[config.mk]
export PLATFORM = sky130hd
export DESIGN_NAME = command_retransmit_tracker
export DESIGN_NICKNAME = d
export VERILOG_FILES = /design/src/rtl/crt_pkg.sv /design/src/rtl/crt_entry_ram.sv /design/src/rtl/crt_out_reg.sv /design/src/rtl/crt_engine.sv /design/src/rtl/command_retransmit_tracker.sv
export SDC_FILE = /design/constraint.sdc
export NUM_CORES = 2
export LEC_CHECK = 0
export BUFFER_PORTS_ARGS = -buffer_cell sky130_fd_sc_hd__buf_4
export CELL_PAD_IN_SITES_DETAIL_PLACEMENT = 0
export CELL_PAD_IN_SITES_GLOBAL_PLACEMENT = 1
export CORE_MARGIN = 2
export CORE_UTILIZATION = 50
export CTS_BUF_LIST = sky130_fd_sc_hd__clkbuf_8
export DETAILED_ROUTE_END_ITERATION = 10
export GPL_TIMING_DRIVEN = 1
export PLACE_DENSITY = 0.77
export SLEW_MARGIN = 20
export SYNTH_ARGS = -nofsm -noshare
export SYNTH_HDL_FRONTEND = slang
export SYNTH_SLANG_ARGS = --single-unit
[constraint.sdc]
create_clock -name i_clk -period 18.2 [get_ports i_clk]
set_input_delay 3.64 -clock i_clk [delete_from_list [all_inputs] [get_ports i_clk]]
set_output_delay 3.64 -clock i_clk [all_outputs]
set_load 0.05 [all_outputs]
[src/rtl/crt_pkg.sv]
// Package for the command retransmit tracker: table size, codes, payload and
// control structs, and helpers that build result beats. No dependencies.
`timescale 1ns / 1ps

package crt_pkg;

    localparam int TABLE_DEPTH = 16;
    localparam int IDX_W       = (TABLE_DEPTH > 1) ? $clog2(TABLE_DEPTH) : 1;
    localparam int CNT_W       = $clog2(TABLE_DEPTH + 1);
    localparam int CFG_ADDR_W  = 3;
    localparam int CFG_DATA_W  = 32;

    // Request codes carried in req_type.
    localparam logic [1:0] REQ_SEND = 2'd0;
    localparam logic [1:0] REQ_ACK  = 2'd1;
    localparam logic [1:0] REQ_TICK = 2'd2;

    // Result kinds.
    localparam logic KIND_MSG    = 1'b0;
    localparam logic KIND_STATUS = 1'b1;

    // Status codes.
    localparam logic [2:0] ST_SENT           = 3'd0;
    localparam logic [2:0] ST_BEGIN_HELD     = 3'd1;
    localparam logic [2:0] ST_NOT_CONTROLLER = 3'd2;
    localparam logic [2:0] ST_NO_ID          = 3'd3;
    localparam logic [2:0] ST_ACK_OK         = 3'd4;
    localparam logic [2:0] ST_ACK_UNEXPECTED = 3'd5;
    localparam logic [2:0] ST_TABLE_FULL     = 3'd6;

    // Configuration register indexes.
    localparam logic [CFG_ADDR_W-1:0] CFG_NODE_IS_CONTROLLER = 3'd0;
    localparam logic [CFG_ADDR_W-1:0] CFG_COMMAND_MSG_ID     = 3'd1;
    localparam logic [CFG_ADDR_W-1:0] CFG_MSG_ID_VALID       = 3'd2;
    localparam logic [CFG_ADDR_W-1:0] CFG_TIMEOUT_MS         = 3'd3;
    localparam logic [CFG_ADDR_W-1:0] CFG_MAX_RETRIES        = 3'd4;

    typedef struct packed {
        logic [1:0]  req_type;
        logic [15:0] command_id;
        logic        is_begin;
        logic [63:0] cmd_payload;
        logic [31:0] now_ms;
    } t_in_item;

    typedef struct packed {
        logic        kind;
        logic [31:0] out_msg_id;
        logic [63:0] out_payload;
        logic [2:0]  status;
        logic        last;
    } t_out_item;

    typedef struct packed {
        logic        node_is_controller;
        logic [31:0] command_msg_id;
        logic        msg_id_valid;
        logic [15:0] timeout_ms;
        logic [2:0]  max_retries;
    } t_cfg;

    typedef struct packed {
        logic [15:0] cmd_id;
        logic [31:0] sent_time;
        logic [3:0]  retry_count;
        logic [63:0] message;
    } t_entry;

    typedef struct packed {
        logic             rd_en;
        logic [IDX_W-1:0] rd_addr;
        logic             wr_en;
        logic [IDX_W-1:0] wr_addr;
        t_entry           wr_data;
    } t_ram_req;

    typedef struct packed {
        logic      valid;
        t_out_item item;
    } t_out_push;

    function automatic t_out_item f_msg(input logic [31:0] msg_id, input logic [63:0] payload);
        t_out_item r;
        r.kind        = KIND_MSG;
        r.out_msg_id  = msg_id;
        r.out_payload = payload;
        r.status      = ST_SENT;
        r.last        = 1'b0;
        return r;
    endfunction

    function automatic t_out_item f_status(input logic [2:0] code);
        t_out_item r;
        r.kind        = KIND_STATUS;
        r.out_msg_id  = 32'd0;
        r.out_payload = 64'd0;
        r.status      = code;
        r.last        = 1'b0;
        return r;
    endfunction

endpackage

[src/rtl/crt_entry_ram.sv]
// Entry table storage: one write port and one read port with registered,
// enable-held read data. Depends on crt_pkg.
`timescale 1ns / 1ps

module crt_entry_ram
    import crt_pkg::*;
(
    input  logic     i_clk,
    input  t_ram_req i_req,
    output t_entry   o_rd_data
);

    t_entry r_mem [TABLE_DEPTH];
    t_entry r_rd_data;

    always_ff @(posedge i_clk) begin
        if (i_req.wr_en) begin
            r_mem[i_req.wr_addr] <= i_req.wr_data;
        end
        if (i_req.rd_en) begin
            r_rd_data <= r_mem[i_req.rd_addr];
        end
    end

    assign o_rd_data = r_rd_data;

endmodule

[src/rtl/crt_out_reg.sv]
// Output register for result beats; reports whether a new beat can be loaded.
// Depends on crt_pkg.
`timescale 1ns / 1ps

module crt_out_reg
    import crt_pkg::*;
(
    input  logic      i_clk,
    input  logic      i_rst_n,
    input  t_out_push i_push,
    output logic      o_space,
    output logic      o_out_valid,
    input  logic      i_out_ready,
    output t_out_item o_out_data
);

    logic      r_valid;
    t_out_item r_item;

    always_ff @(posedge i_clk) begin
        if (!i_rst_n) begin
            r_valid <= 1'b0;
        end else if (i_push.valid) begin
            r_valid <= 1'b1;
        end else if (i_out_ready) begin
            r_valid <= 1'b0;
        end
    end

    always_ff @(posedge i_clk) begin
        if (i_push.valid) begin
            r_item <= i_push.item;
        end
    end

    assign o_space     = !r_valid || i_out_ready;
    assign o_out_valid = r_valid;
    assign o_out_data  = r_item;

endmodule

[src/rtl/crt_engine.sv]
// Request sequencer: scans the entry RAM one entry per cycle unless stalled,
// updates valid bits and entries, and stages result beats. Depends on crt_pkg.
`timescale 1ns / 1ps

module crt_engine
    import crt_pkg::*;
(
    input  logic      i_clk,
    input  logic      i_rst_n,
    input  t_cfg      i_cfg,
    input  logic      i_in_valid,
    output logic      o_in_ready,
    input  t_in_item  i_in_data,
    input  logic      i_out_space,
    output t_out_push o_push,
    output t_ram_req  o_ram,
    input  t_entry    i_rd_data
);

    typedef enum logic [3:0] {
        S_IDLE   = 4'b0001,
        S_SCAN   = 4'b0010,
        S_FINISH = 4'b0100,
        S_FLUSH  = 4'b1000
    } t_state;

    t_state                 r_state,       n_state;
    t_in_item               r_item,        n_item;
    logic [CNT_W-1:0]       r_rd_cnt,      n_rd_cnt;
    logic                   r_ev_vld,      n_ev_vld;
    logic [IDX_W-1:0]       r_ev_idx,      n_ev_idx;
    logic                   r_found,       n_found;
    logic [IDX_W-1:0]       r_found_idx,   n_found_idx;
    logic                   r_free_found,  n_free_found;
    logic [IDX_W-1:0]       r_free_idx,    n_free_idx;
    logic [TABLE_DEPTH-1:0] r_valid,       n_valid;
    logic                   r_begin_pend,  n_begin_pend;
    logic [63:0]            r_begin_msg,   n_begin_msg;
    logic                   r_hold_vld,    n_hold_vld;
    t_out_item              r_hold,        n_hold;

    logic        can_emit;
    logic        stall;
    logic        ev_entry_valid;
    logic [31:0] ev_age;
    logic        ev_expired;
    logic        ev_retry_ok;
    logic        is_tick;

    assign can_emit       = !r_hold_vld || i_out_space;
    assign is_tick        = (r_item.req_type == REQ_TICK);
    assign ev_entry_valid = r_valid[r_ev_idx];
    assign ev_age         = r_item.now_ms - i_rd_data.sent_time;
    assign ev_expired     = ev_entry_valid && (ev_age > {16'd0, i_cfg.timeout_ms});
    assign ev_retry_ok    = i_rd_data.retry_count <= {1'b0, i_cfg.max_retries};
    assign o_in_ready     = (r_state == S_IDLE);

    always_comb begin
        n_state      = r_state;
        n_item       = r_item;
        n_rd_cnt     = r_rd_cnt;
        n_ev_vld     = r_ev_vld;
        n_ev_idx     = r_ev_idx;
        n_found      = r_found;
        n_found_idx  = r_found_idx;
        n_free_found = r_free_found;
        n_free_idx   = r_free_idx;
        n_valid      = r_valid;
        n_begin_pend = r_begin_pend;
        n_begin_msg  = r_begin_msg;
        n_hold_vld   = r_hold_vld;
        n_hold       = r_hold;
        stall        = 1'b0;
        o_push       = '0;
        o_ram        = '0;

        case (r_state)
            S_IDLE: begin
                if (i_in_valid) begin
                    n_item       = i_in_data;
                    n_rd_cnt     = '0;
                    n_ev_vld     = 1'b0;
                    n_found      = 1'b0;
                    n_free_found = 1'b0;
                    n_state      = S_FLUSH;
                    case (i_in_data.req_type)
                        REQ_SEND: begin
                            n_hold_vld = 1'b1;
                            if (!i_cfg.node_is_controller) begin
                                n_hold = f_status(ST_NOT_CONTROLLER);
                            end else if (!i_cfg.msg_id_valid) begin
                                n_hold = f_status(ST_NO_ID);
                            end else if (i_in_data.is_begin) begin
                                n_begin_pend = 1'b1;
                                n_begin_msg  = i_in_data.cmd_payload;
                                n_hold       = f_status(ST_BEGIN_HELD);
                            end else begin
                                n_hold  = f_msg(i_cfg.command_msg_id, i_in_data.cmd_payload);
                                n_state = S_SCAN;
                            end
                        end
                        REQ_ACK: begin
                            if (!i_cfg.node_is_controller) begin
                                n_hold_vld = 1'b1;
                                n_hold     = f_status(ST_NOT_CONTROLLER);
                            end else begin
                                n_state = S_SCAN;
                            end
                        end
                        REQ_TICK: begin
                            // The held begin command goes out only once the table is empty.
                            if (r_begin_pend && !(|r_valid)) begin
                                n_hold_vld   = 1'b1;
                                n_hold       = f_msg(i_cfg.command_msg_id, r_begin_msg);
                                n_begin_pend = 1'b0;
                            end
                            n_state = S_SCAN;
                        end
                        default: begin
                            n_state = S_FLUSH;
                        end
                    endcase
                end
            end

            S_SCAN: begin
                if (r_ev_vld) begin
                    if (is_tick) begin
                        if (ev_expired) begin
                            if (ev_retry_ok) begin
                                if (can_emit) begin
                                    if (r_hold_vld) begin
                                        o_push.valid = 1'b1;
                                        o_push.item  = r_hold;
                                    end
                                    n_hold_vld                = 1'b1;
                                    n_hold                    = f_msg(i_cfg.command_msg_id,
                                                                      i_rd_data.message);
                                    o_ram.wr_en               = 1'b1;
                                    o_ram.wr_addr             = r_ev_idx;
                                    o_ram.wr_data             = i_rd_data;
                                    o_ram.wr_data.retry_count = i_rd_data.retry_count + 4'd1;
                                    o_ram.wr_data.sent_time   = r_item.now_ms;
                                end else begin
                                    stall = 1'b1;
                                end
                            end else begin
                                n_valid[r_ev_idx] = 1'b0;
                            end
                        end
                    end else begin
                        if (ev_entry_valid && !r_found
                                && (i_rd_data.cmd_id == r_item.command_id)) begin
                            n_found     = 1'b1;
                            n_found_idx = r_ev_idx;
                        end
                        if (!ev_entry_valid && !r_free_found) begin
                            n_free_found = 1'b1;
                            n_free_idx   = r_ev_idx;
                        end
                    end
                end

                // The read data register holds while stalled, so the entry is not lost.
                if (!stall) begin
                    if (r_rd_cnt != CNT_W'(TABLE_DEPTH)) begin
                        o_ram.rd_en   = 1'b1;
                        o_ram.rd_addr = r_rd_cnt[IDX_W-1:0];
                        n_ev_vld      = 1'b1;
                        n_ev_idx      = r_rd_cnt[IDX_W-1:0];
                        n_rd_cnt      = r_rd_cnt + CNT_W'(1);
                    end else begin
                        n_ev_vld = 1'b0;
                        n_state  = is_tick ? S_FLUSH : S_FINISH;
                    end
                end
            end

            S_FINISH: begin
                if (can_emit) begin
                    if (r_hold_vld) begin
                        o_push.valid = 1'b1;
                        o_push.item  = r_hold;
                    end
                    n_hold_vld = 1'b1;
                    n_state    = S_FLUSH;
                    if (r_item.req_type == REQ_SEND) begin
                        if (r_found || r_free_found) begin
                            o_ram.wr_en                 = 1'b1;
                            o_ram.wr_addr               = r_found ? r_found_idx : r_free_idx;
                            o_ram.wr_data.cmd_id        = r_item.command_id;
                            o_ram.wr_data.sent_time     = r_item.now_ms;
                            o_ram.wr_data.retry_count   = 4'd0;
                            o_ram.wr_data.message       = r_item.cmd_payload;
                            n_valid[o_ram.wr_addr]      = 1'b1;
                            n_hold                      = f_status(ST_SENT);
                        end else begin
                            n_hold = f_status(ST_TABLE_FULL);
                        end
                    end else begin
                        if (r_found) begin
                            n_valid[r_found_idx] = 1'b0;
                            n_hold               = f_status(ST_ACK_OK);
                        end else begin
                            n_hold = f_status(ST_ACK_UNEXPECTED);
                        end
                    end
                end
            end

            S_FLUSH: begin
                if (!r_hold_vld) begin
                    n_state = S_IDLE;
                end else if (i_out_space) begin
                    o_push.valid     = 1'b1;
                    o_push.item      = r_hold;
                    o_push.item.last = 1'b1;
                    n_hold_vld       = 1'b0;
                    n_state          = S_IDLE;
                end
            end

            default: begin
                n_state = S_IDLE;
            end
        endcase
    end

    always_ff @(posedge i_clk) begin
        if (!i_rst_n) begin
            r_state      <= S_IDLE;
            r_rd_cnt     <= '0;
            r_ev_vld     <= 1'b0;
            r_found      <= 1'b0;
            r_free_found <= 1'b0;
            r_valid      <= '0;
            r_begin_pend <= 1'b0;
            r_hold_vld   <= 1'b0;
        end else begin
            r_state      <= n_state;
            r_rd_cnt     <= n_rd_cnt;
            r_ev_vld     <= n_ev_vld;
            r_found      <= n_found;
            r_free_found <= n_free_found;
            r_valid      <= n_valid;
            r_begin_pend <= n_begin_pend;
            r_hold_vld   <= n_hold_vld;
        end
    end

    always_ff @(posedge i_clk) begin
        r_item      <= n_item;
        r_ev_idx    <= n_ev_idx;
        r_found_idx <= n_found_idx;
        r_free_idx  <= n_free_idx;
        r_begin_msg <= n_begin_msg;
        r_hold      <= n_hold;
    end

`ifndef SYNTH
    // A write back during the scan targets the entry under evaluation, never the one being read.
    a_no_rw_collision: assert property (@(posedge i_clk) disable iff (!i_rst_n)
        (o_ram.wr_en && o_ram.rd_en) |-> (o_ram.wr_addr != o_ram.rd_addr))
        else $error("entry RAM read and write hit the same entry");

    a_push_has_space: assert property (@(posedge i_clk) disable iff (!i_rst_n)
        o_push.valid |-> i_out_space)
        else $error("result beat pushed into a full output register");

    a_idle_hold_empty: assert property (@(posedge i_clk) disable iff (!i_rst_n)
        (r_state == S_IDLE) |-> !r_hold_vld)
        else $error("staged result left behind at end of item");

    a_last_from_flush: assert property (@(posedge i_clk) disable iff (!i_rst_n)
        (o_push.valid && o_push.item.last) |=> (r_state == S_IDLE))
        else $error("final beat pushed without returning to idle");
`endif

endmodule

[src/rtl/command_retransmit_tracker.sv]
// Top level of the command retransmit tracker: configuration registers and
// the sequencer, entry RAM and output register. Depends on crt_pkg.
`timescale 1ns / 1ps

// Controller-side retransmit table with 16 entries held in a single-port-read
// RAM. Each item is processed on its own. A send that is refused, or a begin
// command that is held, goes from idle straight to the flush state. A tracked
// send, an accepted ack and a tick read the whole table one entry per cycle
// through the RAM read port, save while a tick's retransmit waits for output
// space. A send or an ack then updates the table in the finish state, and
// every item ends in the flush state. The output side can hold off a result
// beat and so stall the item. The output register lets the next item be
// accepted while the last result beat still waits to be taken. There is no
// clearing pass after reset; the per-entry valid bits clear at once.

module command_retransmit_tracker
    import crt_pkg::*;
(
    input  logic                  i_clk,
    input  logic                  i_rst_n,
    input  logic                  i_cfg_we,
    input  logic [CFG_ADDR_W-1:0] i_cfg_addr,
    input  logic [CFG_DATA_W-1:0] i_cfg_wdata,
    input  logic                  i_in_valid,
    output logic                  o_in_ready,
    input  t_in_item              i_in_data,
    output logic                  o_out_valid,
    input  logic                  i_out_ready,
    output t_out_item             o_out_data
);

    t_cfg      r_cfg;
    t_out_push push;
    logic      out_space;
    t_ram_req  ram_req;
    t_entry    ram_rd_data;

    always_ff @(posedge i_clk) begin
        if (!i_rst_n) begin
            r_cfg.node_is_controller <= 1'b1;
            r_cfg.command_msg_id     <= 32'd0;
            r_cfg.msg_id_valid       <= 1'b1;
            r_cfg.timeout_ms         <= 16'd1000;
            r_cfg.max_retries        <= 3'd3;
        end else if (i_cfg_we) begin
            case (i_cfg_addr)
                CFG_NODE_IS_CONTROLLER: r_cfg.node_is_controller <= i_cfg_wdata[0];
                CFG_COMMAND_MSG_ID:     r_cfg.command_msg_id     <= i_cfg_wdata[31:0];
                CFG_MSG_ID_VALID:       r_cfg.msg_id_valid       <= i_cfg_wdata[0];
                CFG_TIMEOUT_MS:         r_cfg.timeout_ms         <= i_cfg_wdata[15:0];
                CFG_MAX_RETRIES:        r_cfg.max_retries        <= i_cfg_wdata[2:0];
                default: begin
                end
            endcase
        end
    end

    crt_engine u_engine (
        .i_clk       (i_clk),
        .i_rst_n     (i_rst_n),
        .i_cfg       (r_cfg),
        .i_in_valid  (i_in_valid),
        .o_in_ready  (o_in_ready),
        .i_in_data   (i_in_data),
        .i_out_space (out_space),
        .o_push      (push),
        .o_ram       (ram_req),
        .i_rd_data   (ram_rd_data)
    );

    crt_entry_ram u_ram (
        .i_clk     (i_clk),
        .i_req     (ram_req),
        .o_rd_data (ram_rd_data)
    );

    crt_out_reg u_out (
        .i_clk       (i_clk),
        .i_rst_n     (i_rst_n),
        .i_push      (push),
        .o_space     (out_space),
        .o_out_valid (o_out_valid),
        .i_out_ready (i_out_ready),
        .o_out_data  (o_out_data)
    );

endmodule
After elaboration in Yosys (flattened, before gate mapping)
Memories as Yosys holds them, arrays and structs flattened. A register that Yosys moved wholly into a read port is not among the register bits.
Index checks and enable logic that the tools add are counted.
Cells by class
  reductions and logical operators: 46
  bitwise operators: 7
  $add $sub $neg: 3
  order comparisons: 8
  equality and inequality tests: 37
  mux-type cells: 112
Operators by type and width (count)
  $mux 101: 12
  $mux 121: 8
  $mux 102: 8
  $pmux 101 s3: 2
  $pmux 102 s3: 1
  $pmux 121 s2: 1
  $mux 16: 8
  $mux 4: 14
  $mux 1: 37
  $and 16x16->16: 2
  $gt 32x16->1: 1
  $not 16->16: 2
  $pmux 16 s2: 1
  $sub 32x32->32: 1
  $mux 5: 6
  $ne 2x1->1 const B: 10
  $eq 16x16->1: 1
  $ne 2x2->1 const B: 8
  $or 16x16->16: 1
  $pmux 4 s4: 1
  $reduce_or 16->1: 1
  $lt 4x5->1 const B: 3
  $reduce_and 5->1: 3
  $demux 1 s4: 3
  42 further kinds: 78
Word-level totals
  bits of input ports: 155
  word-level logic and storage cells: 246
  flip-flop bits (word level): 476
  memories kept: 1
  bits in writable memories: 1856
Memory list
  u_ram.r_mem: words 16, width 116, read ports 1, clocked after memory_dff 1, write ports 1, RTL line crt_entry_ram.sv:13  | t_entry r_mem [TABLE_DEPTH];

Longest topological paths before layout
  word-level depth: 11
  depth in mapped cells: 26
  gate-level depth less buffers: 23

Cells and area by module
Synthesis repeated with hierarchy kept, for this count alone.
Second synthesis, totals
  cells, all modules: 4874
  area total of the unflattened synthesis: 95688.0 um^2
By module, submodules not included
  crt_entry_ram: times used 1, cells an instance 2966, area an instance 73117.6 um^2
  crt_engine: times used 1, cells an instance 1582, area an instance 17339.1 um^2
  crt_out_reg: times used 1, cells an instance 105, area an instance 3081.7 um^2
  command_retransmit_tracker: times used 1, cells an instance 221, area an instance 2149.6 um^2

Worst setup path before layout
OpenSTA, ideal clock, no wires.
  kind: input to register
  start: input i_out_ready
  end: memory u_ram.r_mem[8][0] in the netlist's numbering (enable)
  library setup time: 0.763 ns
  arrival time: 12.844 ns
  path buffers: 1
  required time: 17.437 ns
  path slack: 4.593 ns
  stages: 6
  path through: nor2b_1 nand2_1 and3_1 clkbuf_1 a22oi_1 a211oi_1
On the way
  word-level cells in the longest chain between the ends: 10
  elaborated cells between the ends (all ways): 11
  classes of those cells: 9 x mux; 2 x reduce/logical
RTL lines
  start, declared: RTL line command_retransmit_tracker.sv:28  | input logic i_out_ready,
  $logic_or 1x1->1 (*): RTL line crt_out_reg.sv:36  | assign o_space = !r_valid || i_out_ready;
  $logic_or 1x1->1 (*): RTL line crt_engine.sv:50  | assign can_emit = !r_hold_vld || i_out_space;
  $mux 121: RTL line crt_engine.sv:131  | if (can_emit) begin
  $mux 121: RTL line crt_engine.sv:130  | if (ev_retry_ok) begin
  $mux 121: RTL line crt_engine.sv:129  | if (ev_expired) begin
  $mux 121: RTL line crt_engine.sv:128  | if (is_tick) begin
  $mux 121: RTL line crt_engine.sv:127  | if (r_ev_vld) begin
  $pmux 121 s2 (*): RTL line crt_engine.sv:77  | case (r_state)
  $mux 1: RTL line crt_entry_ram.sv:17  | if (i_req.wr_en) begin
  $mux 1 (not written as such): RTL line crt_entry_ram.sv:18  | r_mem[i_req.wr_addr] <= i_req.wr_data;
  end, declared: RTL line crt_entry_ram.sv:13
Every way passes the cells marked *; elsewhere a longest branch is shown, timed or not.

Worst setup path after layout
  start: register u_engine.r_item[12] in the netlist's numbering
  end: memory u_ram.r_mem[1][101] in the netlist's numbering (enable)
On the way
  word-level cells in the longest chain between the ends: 9
RTL lines
  start, declared: RTL line crt_engine.sv:28  | t_in_item r_item, n_item;
  start signal, assigned: RTL line crt_engine.sv:252  | r_item <= n_item;
  $sub 32x32->32 (*): RTL line crt_engine.sv:53  | assign ev_age = r_item.now_ms - i_rd_data.sent_time;
  $gt 32x16->1 (*): RTL line crt_engine.sv:54  | assign ev_expired = ev_entry_valid && (ev_age > {16'd0, i_cfg.timeout_ms});
  $logic_and 1x1->1 (*): RTL line crt_engine.sv:54
  $mux 121 (*): RTL line crt_engine.sv:129
  $mux 121 (*): RTL line crt_engine.sv:128
  $mux 121 (*): RTL line crt_engine.sv:127
  $pmux 121 s2 (*): RTL line crt_engine.sv:77
  $mux 1: RTL line crt_entry_ram.sv:17
  $mux 1 (not written as such): RTL line crt_entry_ram.sv:18
Marked as above.

==> run summary <==
total grt overflow = 0
Crit. End Element = register
Pins Over Slew Limit = 0
most numerous cell in the Yosys netlist = edfxtp_1
worst skew pair latency = 1.10 ns
post-layout minimum cycle time = 8.988 ns
Synth top cells by count = edfxtp_1, nand2_1, clkbuf_1
post-synth top area cell = edfxtp_1
DIE WIDTH = 441.4 µm
worst min path class = register to register
crit path DAT = 9.64 ns
I/O Buffers = 257
Max Cap Violations = 0
DRC viols = 0
number of synthesized flops with an enable pin = 2363
CTS H-tree depth = 5
status = complete, no violations
I/O Pins = 258
largest net degree at the start of global routing = 173
top cells by area, synth = edfxtp_1, nand2_1, a221oi_1
core area = 0.1902 mm²
Synth-to-Final Area Change = 12.42%
CTS tree = yes
Die Ht = 441.4 µm
overall fraction of global-route tracks in use = 0.2830
XOR/XNOR Fraction of Synth Area = 0.003388
Slew HR = 0.1164
final setup fails = 0
layout cells sized above 1 = 0.1486
Routed WL = 280100 µm
Std-Cell Rows = 160
Critical Path Start Type = register
async set-reset flop share out of synthesis = 0
detailed-route wire length per cell = 30.04 µm
vias post-DR = 59460
Max Root-Sink Buffers = 4
post-synthesis mux area share = 0.01459
DP Cell Count = 8649
largest family of logic cells by synthesized area = compound AO/OA/AOI/OAI gates
CTS buffer count = 399
Setup Crit Path Kind = register to register
Via-to-Cell Ratio = 6.377
first-pass GRT wire length = 400700 µm
Detail Placement HPWL = 146600 µm
post-synth top area share = 0.7419
Mapped Cells = 6149
Tot Pwr = 11100 µW
number of fill cells = 14910
synth warn = 0
Leakage = 0.03865 µW
Clock Root Buffer = clkbuf_8
Crit Path Max Fanout = 49
maximum operating frequency = 111.3 MHz
initial antenna violation count = 16
Synth Area in Compound Gates = 0.1236
Post-Synth Simple-Gate Area = 0.07050
syn nets = 6362
gpl congestion = 0.8903
Sink Count = 2447
endpoints failing hold = 0
Finished Layout Cells = 9323
Synth cell types = 90
setup TNS = 0 ns
Initial Utilization = 0.5029
clock skew = 0.09075 ns
CP Data Required Time = 18.85 ns
fin nets = 6752
Final ANT Viol Nets = 0
Post-Syn Area = 0.09564 mm²
CTS clk-pin slew, worst paths = 0.06 ns
Mean Syn Cell Area = 15.55 µm²
ys flop type = edfxtp_1
number of DRC markers in iteration 0 = 7475
VDD IR-drop max = 0.00006699 V
Post-CTS Setup Bufs = 0
Yosys reg bits = 2447
hold_buf cts = 0
full die area = 0.1948 mm²
vias in the first global route = 58430
unrepaired setup endpoints after global routing = false
fin crit share = 0.4938
iteration count of the initial detailed-routing pass = 6
total power density per cell area = 103.3 mW/mm²
Post-CTS Resized = 0
Synth Area in Adders = 0.007666
sequential fraction of the synthesis area = 0.7595
worst-margin pin slew = 1.325 ns
layer usage:
layer / global-route usage / share of wire / up-vias
met5: 0 / 0.000096 / -
met3: 0.07147 / 0.11 / 574
met2: 0.4419 / 0.46 / 3542
met1: 0.3894 / 0.40 / 30090
met4: 0.09623 / 0.029 / 4
li1: - / - / 25250
sequential cells by signal (all words and copies together), names as in the netlist:
register	count
u_engine.r_found	1
u_engine.r_begin_msg	64
u_engine.r_ev_idx	4
r_cfg	53
u_engine.r_state	4
u_engine.r_hold	100
u_engine.r_found_idx	4
u_ram.o_rd_data	116
u_engine.r_ev_vld	1
u_engine.r_hold_vld	1
u_ram.r_mem	1856
u_out.o_out_data	101
u_engine.r_free_idx	4
u_out.o_out_valid	1
u_engine.r_valid	16
u_engine.r_free_found	1
u_engine.r_rd_cnt	5
u_engine.r_item	114
u_engine.r_begin_pend	1
cell families after synthesis:
| group | count (synthesis) |
|---|---|
| and+or+nand+nor | 1427 |
| buffers and inverters | 494 |
| AOI/OAI and AO/OA | 1552 |
| muxes | 134 |
| DFF | 2447 |
| adders and majority gates | 58 |
| xor gates and xnor gates | 37 |
layout by cell type (no fill, tap or decap), types with 67 or more instances in the layout:
master	netlist	layout
a211oi_1	125	124
a22o_1	76	76
a221o_1	161	161
clkinv_1	1	87
inv_1	66	186
buf_4	3	403
and3_1	69	67
mux2i_1	127	127
a22oi_1	135	135
a221oi_1	234	233
dfxtp_1	84	82
nand2_1	731	728
nor2b_1	73	68
and2_1	223	221
nor2_1	160	130
o21ai_0	276	272
edfxtp_1	2363	2363
a21oi_1	116	115
clkbuf_8	0	408
where the power goes:
| part | leakage (µW) | switching, µW | internal, µW |
|---|---|---|---|
| Sequential | 0.0259 | 64.0 | 6300 |
| Combinational | 0.00883 | 381 | 138 |
| Clock | 0.00394 | 2110 | 2100 |
| Total | 0.0387 | 2560 | 8550 |
critical path: stages, from the launching register on:
cell and delay (ns):
edfxtp_1 0.39, ha_1 0.41, a21oi_1 0.27, o21ai_1 0.16
a211oi_1 0.64, o21ai_0 0.21, xor2_1 0.23, ha_1 0.28
nand4_1 0.17, a2111oi_0 0.10, a2111oi_0 0.89, o2111ai_1 0.21
a311oi_1 0.27, and4_1 0.45, nand4_2 0.37, and3_1 0.39
nand2_1 0.20, o22ai_1 0.33, nor2_4 0.60, buf_16 0.25
buf_4 0.64, buf_4 0.87
per-stage QoR:
stage	util	instance area (µm²)	hold slack (ns)	worst slack [ns]
floorplan	-	95640	0.4211	4.593
global placement	0.5292	100600	0.4374	9.133
detailed placement	0.5294	100700	0.4437	9.038
CTS	0.5651	107500	0.4517	9.351
global route	0.5653	107500	0.4672	8.788
finish	0.5653	107500	0.4491	9.212
worst paths after layout:
check / start / depth (start not counted) / slack (ns) / to
setup reg to reg: u_engine.r_item[12] / 21 / 9.21 / u_ram.r_mem[1][101]
hold / removal: r_cfg[32] / 2 / 0.45 / r_cfg[32]
setup / recovery: u_engine.r_item[12] / 21 / 9.21 / u_ram.r_mem[1][101]
hold reg to reg: r_cfg[32] / 2 / 0.45 / r_cfg[32]
layout make-up:
type,instances,area [µm²],share of cell area
flip-flops and latches,2447,72650,0.6757
multi-input cells,3208,21350,0.1986
clock buffers,408,5615,0.05223
repair buffers,416,3301,0.03070
well taps,2511,3142,0.02922
clock inverters,257,1161,0.01080
inverters,67,272.8,0.002537
diodes,9,22.52,0.0002095
Power figures use the tool's default switching activity.
